===== config.mk =====
export PLATFORM = sky130hd
export DESIGN_NAME = rgb_pixel_blend_unit
export DESIGN_NICKNAME = d
export VERILOG_FILES = /design/src/hw/rtl/pbu_pkg.sv /design/src/hw/rtl/rgb_pixel_blend_unit.sv /design/src/hw/rtl/pbu_operand_stage.sv /design/src/hw/rtl/pbu_product_stage.sv /design/src/hw/rtl/pbu_div255_stage.sv
export SDC_FILE = /design/constraint.sdc
export NUM_CORES = 1
export LEC_CHECK = 0
export ABC_AREA = 1
export ABC_CLOCK_PERIOD_IN_PS = 11700
export BUFFER_PORTS_ARGS = -buffer_cell sky130_fd_sc_hd__buf_2
export CORE_MARGIN = 4
export CORE_UTILIZATION = 30
export CTS_CLUSTER_SIZE = 12
export DETAILED_ROUTE_END_ITERATION = 6
export MAX_ROUTING_LAYER = met4
export PLACE_DENSITY_LB_ADDON = 0.12
export SLEW_MARGIN = 20
export SYNTH_ARGS = -nofsm -noshare
export SYNTH_HDL_FRONTEND = slang
export SYNTH_SLANG_ARGS = --single-unit

===== constraint.sdc =====
create_clock -name clk -period 11.7 [get_ports clk]
set_input_delay 0.585 -clock clk [delete_from_list [all_inputs] [get_ports clk]]
set_output_delay 0.585 -clock clk [all_outputs]
set_load 0.01 [all_outputs]

===== src/hw/rtl/pbu_pkg.sv =====
// ----------------------------------------------------------------------------
// pbu_pkg
// Shared types and constants for the RGB pixel blend unit.
// ----------------------------------------------------------------------------
`default_nettype none

package pbu_pkg;

  // Channel count and packed stream widths
  localparam int NUM_CHAN = 3;
  localparam int PIX_W    = 8;
  localparam int IN_W     = 2 * NUM_CHAN * PIX_W;
  localparam int OUT_W    = NUM_CHAN * PIX_W;

  // Rounded divide by 255: q = ((p + 127) * 131587) >> 25, exact for sums below 132626
  localparam int SUM_W       = 17;
  localparam int RECIP_W     = 18;
  localparam int PROD_W      = SUM_W + RECIP_W;
  localparam int QUO_W       = 9;
  localparam int RECIP_SHIFT = 25;
  localparam logic [RECIP_W-1:0] RECIP_MULT = 18'd131587;
  localparam logic [SUM_W-1:0]   ROUND_BIAS = 17'd127;

  // Blend mode register codes
  typedef enum logic [1:0] {
    MODE_MULTIPLY = 2'd0,
    MODE_SUBTRACT = 2'd1,
    MODE_SCREEN   = 2'd2,
    MODE_OVERLAY  = 2'd3
  } blend_mode_t;

  // Per-channel result control carried down the pipe
  typedef struct packed {
    logic             sub;   // take the clamped difference
    logic             inv;   // result is 255 minus the quotient
    logic [PIX_W-1:0] diff;  // bottom minus top, clamped at 0
  } chan_ctl_t;

  typedef logic      [NUM_CHAN-1:0][PIX_W-1:0] pix_vec_t;
  typedef logic      [NUM_CHAN-1:0][SUM_W-1:0] sum_vec_t;
  typedef logic      [NUM_CHAN-1:0][QUO_W-1:0] quo_vec_t;
  typedef chan_ctl_t [NUM_CHAN-1:0]            ctl_vec_t;

endpackage

`default_nettype wire


===== src/hw/rtl/rgb_pixel_blend_unit.sv =====
// ----------------------------------------------------------------------------
// rgb_pixel_blend_unit
// Per-channel layer blend (multiply, subtract, screen, overlay) of two pixels.
// ----------------------------------------------------------------------------
//
//  channel   | direction | signals                      | payload
//  ----------+-----------+------------------------------+--------------------------
//  s_axis    | in        | tvalid, tready, tdata[47:0]  | top r,g,b / bottom r,g,b
//  m_axis    | out       | tvalid, tready, tdata[23:0]  | blended r,g,b
//  cfg       | in        | valid, ready, data[1:0]      | blend mode
//
//  Four register stages: operand select, 8x8 multiply, reciprocal divide by
//  255, result select. One pixel per cycle sustained while the output is taken;
//  stages two and three each hold a single multiplier per channel.
//  All stages advance together whenever the output register is empty or taken.
//  Reset clears the stage valid bits and sets the mode to multiply.
//  The mode register always accepts a write.
// ----------------------------------------------------------------------------
`default_nettype none

module rgb_pixel_blend_unit
  import pbu_pkg::*;
(
  input  wire logic             clk,
  input  wire logic             rst,
  // tdata: top_red, top_green, top_blue, bottom_red, bottom_green, bottom_blue
  input  wire logic             s_axis_tvalid,
  output logic                  s_axis_tready,
  input  wire logic [IN_W-1:0]  s_axis_tdata,
  // tdata: out_red, out_green, out_blue
  output logic                  m_axis_tvalid,
  input  wire logic             m_axis_tready,
  output logic      [OUT_W-1:0] m_axis_tdata,
  input  wire logic             cfg_valid,
  output logic                  cfg_ready,
  input  wire logic [1:0]       cfg_data
);

  blend_mode_t mode;
  logic        en;
  logic        v1, v2, v3;
  pix_vec_t    top, bottom;
  pix_vec_t    x1, y1;
  logic        dbl1;
  ctl_vec_t    ctl1, ctl2, ctl3;
  sum_vec_t    sum2;
  quo_vec_t    quo3;
  pix_vec_t    res_next;
  logic [NUM_CHAN-1:0] sub3, inv3;

  // Pipeline advance: whole pipe moves when the output slot frees
  assign en            = !m_axis_tvalid || m_axis_tready;
  assign s_axis_tready = en;
  assign cfg_ready     = 1'b1;

  // Unpack input transfer
  always_comb begin
    for (int c = 0; c < NUM_CHAN; c++) begin
      top[c]    = s_axis_tdata[c*PIX_W +: PIX_W];
      bottom[c] = s_axis_tdata[(NUM_CHAN + c)*PIX_W +: PIX_W];
    end
  end

  // Mode register
  always_ff @(posedge clk) begin
    if (rst) begin
      mode <= MODE_MULTIPLY;
    end else if (cfg_valid && cfg_ready) begin
      mode <= blend_mode_t'(cfg_data);
    end
  end

  // Valid bits travel with the data
  always_ff @(posedge clk) begin
    if (rst) begin
      v1            <= 1'b0;
      v2            <= 1'b0;
      v3            <= 1'b0;
      m_axis_tvalid <= 1'b0;
    end else if (en) begin
      v1            <= s_axis_tvalid;
      v2            <= v1;
      v3            <= v2;
      m_axis_tvalid <= v3;
    end
  end

  pbu_operand_stage u_operand (
    .clk    (clk),
    .en     (en),
    .mode   (mode),
    .top    (top),
    .bottom (bottom),
    .x      (x1),
    .y      (y1),
    .dbl    (dbl1),
    .ctl    (ctl1)
  );

  pbu_product_stage u_product (
    .clk     (clk),
    .en      (en),
    .x       (x1),
    .y       (y1),
    .dbl     (dbl1),
    .ctl_in  (ctl1),
    .sum     (sum2),
    .ctl_out (ctl2)
  );

  pbu_div255_stage u_div255 (
    .clk     (clk),
    .en      (en),
    .sum     (sum2),
    .ctl_in  (ctl2),
    .quo     (quo3),
    .ctl_out (ctl3)
  );

  // Result select; wraps to 8 bits like the overlay arithmetic does
  always_comb begin
    for (int c = 0; c < NUM_CHAN; c++) begin
      sub3[c] = ctl3[c].sub;
      inv3[c] = ctl3[c].inv;
      if (ctl3[c].sub) begin
        res_next[c] = ctl3[c].diff;
      end else if (ctl3[c].inv) begin
        res_next[c] = ~quo3[c][PIX_W-1:0];
      end else begin
        res_next[c] = quo3[c][PIX_W-1:0];
      end
    end
  end

  // Output register
  always_ff @(posedge clk) begin
    if (en) begin
      m_axis_tdata <= res_next;
    end
  end

  // Checks
  a_stall_blocks_input: assert property (@(posedge clk) disable iff (rst)
    (m_axis_tvalid && !m_axis_tready) |-> !s_axis_tready)
    else $error("input taken while output stalled");

  a_empty_pipe_stays_empty: assert property (@(posedge clk) disable iff (rst)
    (!v1 && !v2 && !v3 && !m_axis_tvalid) |=> !m_axis_tvalid)
    else $error("output valid with no item in flight");

  a_sub_not_inverted: assert property (@(posedge clk) disable iff (rst)
    v3 |-> ((sub3 & inv3) == '0))
    else $error("subtract and invert both set");

  a_stall_holds_pipe: assert property (@(posedge clk) disable iff (rst)
    (m_axis_tvalid && !m_axis_tready) |=> ($stable(v3) && $stable(quo3)))
    else $error("pipe moved during stall");

endmodule

`default_nettype wire


===== src/hw/rtl/pbu_operand_stage.sv =====
// ----------------------------------------------------------------------------
// pbu_operand_stage
// Stage 1: picks the multiplier operands, doubling flag and result control.
// ----------------------------------------------------------------------------
`default_nettype none

module pbu_operand_stage
  import pbu_pkg::*;
(
  input  wire logic        clk,
  input  wire logic        en,
  input  wire blend_mode_t mode,
  input  wire pix_vec_t    top,
  input  wire pix_vec_t    bottom,
  output pix_vec_t         x,
  output pix_vec_t         y,
  output logic             dbl,
  output ctl_vec_t         ctl
);

  logic     inv_next;
  logic     dbl_next;
  pix_vec_t x_next;
  pix_vec_t y_next;
  ctl_vec_t ctl_next;

  // Mode decode; overlay branch follows bottom red for all channels
  always_comb begin
    inv_next = 1'b0;
    dbl_next = 1'b0;
    case (mode)
      MODE_MULTIPLY: inv_next = 1'b0;
      MODE_SUBTRACT: inv_next = 1'b0;
      MODE_SCREEN:   inv_next = 1'b1;
      MODE_OVERLAY: begin
        dbl_next = 1'b1;
        inv_next = bottom[0][PIX_W-1];
      end
      default:       inv_next = 1'b0;
    endcase
  end

  // Per-channel operands; 255 - v is the bitwise complement
  always_comb begin
    for (int c = 0; c < NUM_CHAN; c++) begin
      x_next[c]        = inv_next ? ~top[c] : top[c];
      y_next[c]        = inv_next ? ~bottom[c] : bottom[c];
      ctl_next[c].sub  = (mode == MODE_SUBTRACT);
      ctl_next[c].inv  = inv_next;
      ctl_next[c].diff = (bottom[c] > top[c]) ? (bottom[c] - top[c]) : '0;
    end
  end

  always_ff @(posedge clk) begin
    if (en) begin
      x   <= x_next;
      y   <= y_next;
      dbl <= dbl_next;
      ctl <= ctl_next;
    end
  end

endmodule

`default_nettype wire


===== src/hw/rtl/pbu_product_stage.sv =====
// ----------------------------------------------------------------------------
// pbu_product_stage
// Stage 2: 8x8 product per channel, optional doubling, plus rounding bias.
// ----------------------------------------------------------------------------
`default_nettype none

module pbu_product_stage
  import pbu_pkg::*;
(
  input  wire logic     clk,
  input  wire logic     en,
  input  wire pix_vec_t x,
  input  wire pix_vec_t y,
  input  wire logic     dbl,
  input  wire ctl_vec_t ctl_in,
  output sum_vec_t      sum,
  output ctl_vec_t      ctl_out
);

  logic [NUM_CHAN-1:0][2*PIX_W-1:0] prod;
  sum_vec_t                         sum_next;

  // Product, doubled in overlay, then biased for round-to-nearest
  always_comb begin
    for (int c = 0; c < NUM_CHAN; c++) begin
      prod[c]     = {{PIX_W{1'b0}}, x[c]} * {{PIX_W{1'b0}}, y[c]};
      sum_next[c] = (dbl ? {prod[c], 1'b0} : {1'b0, prod[c]}) + ROUND_BIAS;
    end
  end

  always_ff @(posedge clk) begin
    if (en) begin
      sum     <= sum_next;
      ctl_out <= ctl_in;
    end
  end

endmodule

`default_nettype wire


===== src/hw/rtl/pbu_div255_stage.sv =====
// ----------------------------------------------------------------------------
// pbu_div255_stage
// Stage 3: divide by 255 through a reciprocal multiply and shift.
// ----------------------------------------------------------------------------
`default_nettype none

module pbu_div255_stage
  import pbu_pkg::*;
(
  input  wire logic     clk,
  input  wire logic     en,
  input  wire sum_vec_t sum,
  input  wire ctl_vec_t ctl_in,
  output quo_vec_t      quo,
  output ctl_vec_t      ctl_out
);

  logic [NUM_CHAN-1:0][PROD_W-1:0] recip_prod;
  quo_vec_t                        quo_next;

  // Exact over the whole biased range, quotient at most 510
  always_comb begin
    for (int c = 0; c < NUM_CHAN; c++) begin
      recip_prod[c] = PROD_W'(sum[c]) * PROD_W'(RECIP_MULT);
      quo_next[c]   = recip_prod[c][RECIP_SHIFT +: QUO_W];
    end
  end

  always_ff @(posedge clk) begin
    if (en) begin
      quo     <= quo_next;
      ctl_out <= ctl_in;
    end
  end

endmodule

`default_nettype wire


; ---- After elaboration in Yosys (flattened, before gate mapping)
; Index checks and enable logic that the tools add are counted.
; W data, S select, Z words.
[op_classes]
addsub = 6
n_mul = 6
div = 0
magnitude_cmp = 3
n_eq_ne = 3
shifts = 0
muxes = 17
n_bitwise = 9
n_reduce_logical = 4
[op_table]
columns = cell, count
row1 = $mul A17 B18 Y33 const B, 3
row2 = $mux W8, 12
row3 = $not A8 Y8, 9
row4 = $add A17 B7 Y17 const B, 3
row5 = $mux W17, 3
row6 = $mul A8 B8 Y16, 3
row7 = $gt A8 B8 Y1, 3
row8 = $sub A8 B8 Y8, 3
row9 = $eq A2 B2 Y1 const B, 2
row10 = $pmux W1 S3, 1
row11 = $eq A2 B1 Y1 const B, 1
row12 = $logic_not A2 Y1, 1
row13 = $reduce_or A2 Y1, 1
row14 = $logic_not A1 Y1, 1
row15 = $logic_or A1 B1 Y1, 1
row16 = $mux W1, 1
[word_totals]
reg_bits = 232
latch_bits = 0
ram_bits = 0
rom_bits = 0
in_bits = 55
output_inout_bits = 27
wordCells = 82
mem_count = 0

; ---- Logic depth before layout (Yosys ltp)
[depth]
ltp_word = 4
mapped_depth = 27
mapped_depth_nobuf = 26

; ---- Cells and area by module
; A second synthesis with hierarchy kept.
[hier_totals]
hier_cells = 3666
area_unflattened_um2 = 27685.3
[by_module_without_submodules]
columns = mod, instances, cells_each, area_each_um2, seq_area_each_um2
row1 = pbu_product_stage, 1, 1656, 11743.8, 2432.3
row2 = pbu_div255_stage, 1, 1388, 10186.0, 1711.6
row3 = pbu_operand_stage, 1, 406, 4145.2, 2252.2
row4 = rgb_pixel_blend_unit, 1, 216, 1610.3, 840.8

; ---- Worst setup path before layout
; No wires, ideal clock.
[synth_path]
path_kind = input to output
startpoint = in m_axis_tready
endpoint = out s_axis_tready
arrival_ps = 5131
t_required_ps = 11115
path_slack_ps = 5984
path_stages = 2
n_path_buf = 0
path_cell_list = nor2_1 > inv_1
[synth_via]
elab_chain_len = 1
[synth_lines]
columns = item, line
row1 = start: declaration, rgb_pixel_blend_unit.sv:32  ; input wire logic m_axis_tready,
row2 = $logic_or A1 B1 Y1, rgb_pixel_blend_unit.sv:52  ; assign en = !m_axis_tvalid || m_axis_tready;
row3 = end: declaration, rgb_pixel_blend_unit.sv:28  ; output logic s_axis_tready,
; No other way between the ends.

==> impl_metrics.tcl <==
set metrics [dict create \
    cts_root_buffer "clkbuf_16" \
    ys.flop_type "edfxtp_1" \
    synth_edf_count 226 \
    hold_viol 0 \
    grt_pass1_wl_um 102000 \
    worst_setup_path_start_kind "flip-flop" \
    die_h_um 301 \
    worst_hold_slack_ps 253 \
    ant_nets 0 \
    wirelength_um 61000 \
    cts-buffers-inserted 29 \
    synth_cell_types 51 \
    slowest_delay_ps 580 \
    setup_viol 0 \
    cts_max_level 1 \
    status "finished clean" \
    core_mm2 0.0853 \
    worst_pin_slew_ps 1030 \
    holdBufCountCts 0 \
    min_period_ps 4890 \
    layout.nets 3823 \
    cts_buffer_depth 3 \
    synth_top_family_by_area "adder cells" \
    gp_congestion 0.843 \
    cts_sinks 232 \
    cp_common_cell "nand2_1" \
    chipWidth_um 301 \
    post_cts_resized 0 \
    synth-simple-area-share 0.206 \
    cts_tree "done" \
    synth_compound_area_frac 0.0534 \
    cts_setup_buffers 0 \
    ys_ff_latch 232 \
    clk_latency_ps 580 \
    drt_first_pass_iters 5 \
    initial_core_util 0.303 \
    drcViolationCount 0 \
    synth_seq_area_share 0.268 \
    num_vias 19200 \
    synth-xor-area-share 0.0435 \
    wire_per_inst_um 14.0 \
    grt.overflow.total 0 \
    hpwlAfterDp_um 50300 \
    rsz0062_at_grt "false" \
    arrival_ps 5220 \
    dpl_cell_area_mm2 0.0273 \
    syn_to_final_growth_pct 10.1 \
    final_area_mm2 0.0284 \
    hold_depth 3 \
    fmax_mhz 205 \
    first_global_vias 19300 \
    cp_max_fo 9 \
    yosysWarningCount 0 \
    dieArea_mm2 0.0908 \
    worstHoldPathType "in2reg" \
    track_usage 0.141 \
    io_pins 82 \
    syn_area_mm2 0.0258 \
    fp-row-count 107 \
    min_period_over_period 0.418 \
    tns_ps 0 \
    critPathSlowestCell "edfxtp_1" \
    path_class "reg2reg" \
    drive_gt1_frac 0.0621 \
    postSynthCellCount 3161 \
    worst_setup_path_end_kind "flip-flop" \
    r2r_cells 21 \
    slew_headroom 0.315 \
    viasPerCell 4.39 \
    avgSynthCellArea_um2 8.16 \
    drt_iter0_drc 912 \
    clkTransAtPathRegs_ps 60 \
    portBuffers 80 \
    antenna_found_initial 2 \
    crit_required_ps 12030 \
    synth.net_count 3783 \
    report.final.slew_viol_count 0 \
    muxShareOfSynthArea 0 \
    synthAdderAreaFrac 0.318 \
    skew_ps 22.1 \
    n_antenna_cell 0 \
    async_flop_share 0 \
    worstPathCellList "nand2_1 -> fa_1 -> fa_1 -> inv_1 -> fa_1 -> inv_1 -> fa_1 -> inv_1 -> ha_1 -> nand2_1 -> nand2_1 -> a21oi_1 -> nand2_1 -> nand2_1 -> nand3_1 -> nand2_2 -> inv_1 -> nor2_1 -> nand4_1 -> nand2_1 -> nand2_1" \
    max-cap-violations 0 \
    grt_max_degree 162 \
]
## routing by layer
metal	GRT usage	wire, µm	up-vias
met5	-	0	-
met4	0.0218	797	0
met3	0.0121	1770	45
met2	0.209	25300	223
met1	0.211	33100	8751
li1	-	-	10100
## synthesized netlist by cell type (all sizes together) (54+ instances only)
master  number  area, µm²
a21oi       97        497
nor2       187        774
xor2        64        561
xnor2       64        561
inv        672       2520
fa         147       2940
ha         420       5260
o21ai       95        509
nand3      175        916
nand4       54        350
edfxtp     226       6790
nand2      785       2990
## registers in the layout (all words and copies together) (netlist names)
register	cells
u_operand.x	24
u_operand.ctl	26
v2	1
u_div255.ctl_out	26
mode	2
u_operand.dbl	1
v1	1
u_product.sum	51
u_operand.y	24
u_product.ctl_out	26
u_div255.quo	24
m_axis_tdata	24
m_axis_tvalid	1
v3	1
## layout make-up
cell class                 count  area [µm²]
clock buffer                  31         733
clock inverter                22         320
fill                        9145       56900
inverter                     672        2530
multi-input combinational   2181       16000
sequential                   232        6910
tap                         1144        1430
timing repair buffer          85         450
## placed cells by master (no fill, tap or decap), types with 5 or more instances in the layout
master     instances
nand2_1          769
inv_1            665
ha_1             420
edfxtp_1         226
nor2_1           170
nand3_1          167
fa_1             147
a21oi_1           94
buf_2             80
o21ai_0           78
xnor2_1           64
xor2_1            64
nand4_1           52
clkbuf_16         29
nor3_1            17
nand2_2           16
nor2_2            11
nand3b_1          10
o21ai_1            9
nor4_1             8
nand3_2            8
bufinv_16          8
nor3b_1            7
a21o_1             6
a31o_2             6
o21ai_2            6
nor2_4             6
dfxtp_1            6
a31oi_1            5
o21a_1             5
inv_2              5
a211oi_1           5
clkinv_2           5
## per-stage QoR
stage                util  setup WS (ps)  cells
floorplan               -           5980   3161
global placement    0.321           6750   4314
detailed placement  0.321           6780   4314
CTS                 0.333           6780   4367
global route        0.333           6430   4367
finish              0.333           6810   4367
## cells by family (layout without fill, tap and decap cells)
kind of cell             Yosys count  in the layout
flip-flops                       232            232
AND/OR/NAND/NOR                 1245           1245
adder cells (fa/ha/maj)          567            567
buffers and inverters            748            810
other                              1              1
XOR/XNOR                         128            128
AO/OA/AOI/OAI                    240            240
## critical path, delay by kind of cell, from the launching register on
kind	cells	cell delay (ps)
compound gates	1	240
flops	1	580
buf+inv	4	200
simple gates	11	1150
fa+ha+maj	5	2470
## worst paths after layout
kind | from | endpoint | slack [ps]
min | cfg_data[1] | mode[1] | 250
max reg2reg | u_operand.x[0] | u_product.sum[15] | 6810
max | u_operand.x[0] | u_product.sum[15] | 6810
min reg2reg | u_operand.ctl[22] | u_product.ctl_out[22] | 410
Power is not shown: default switching activity piles up to over one toggle a cycle in this logic, so the estimate is an artifact.
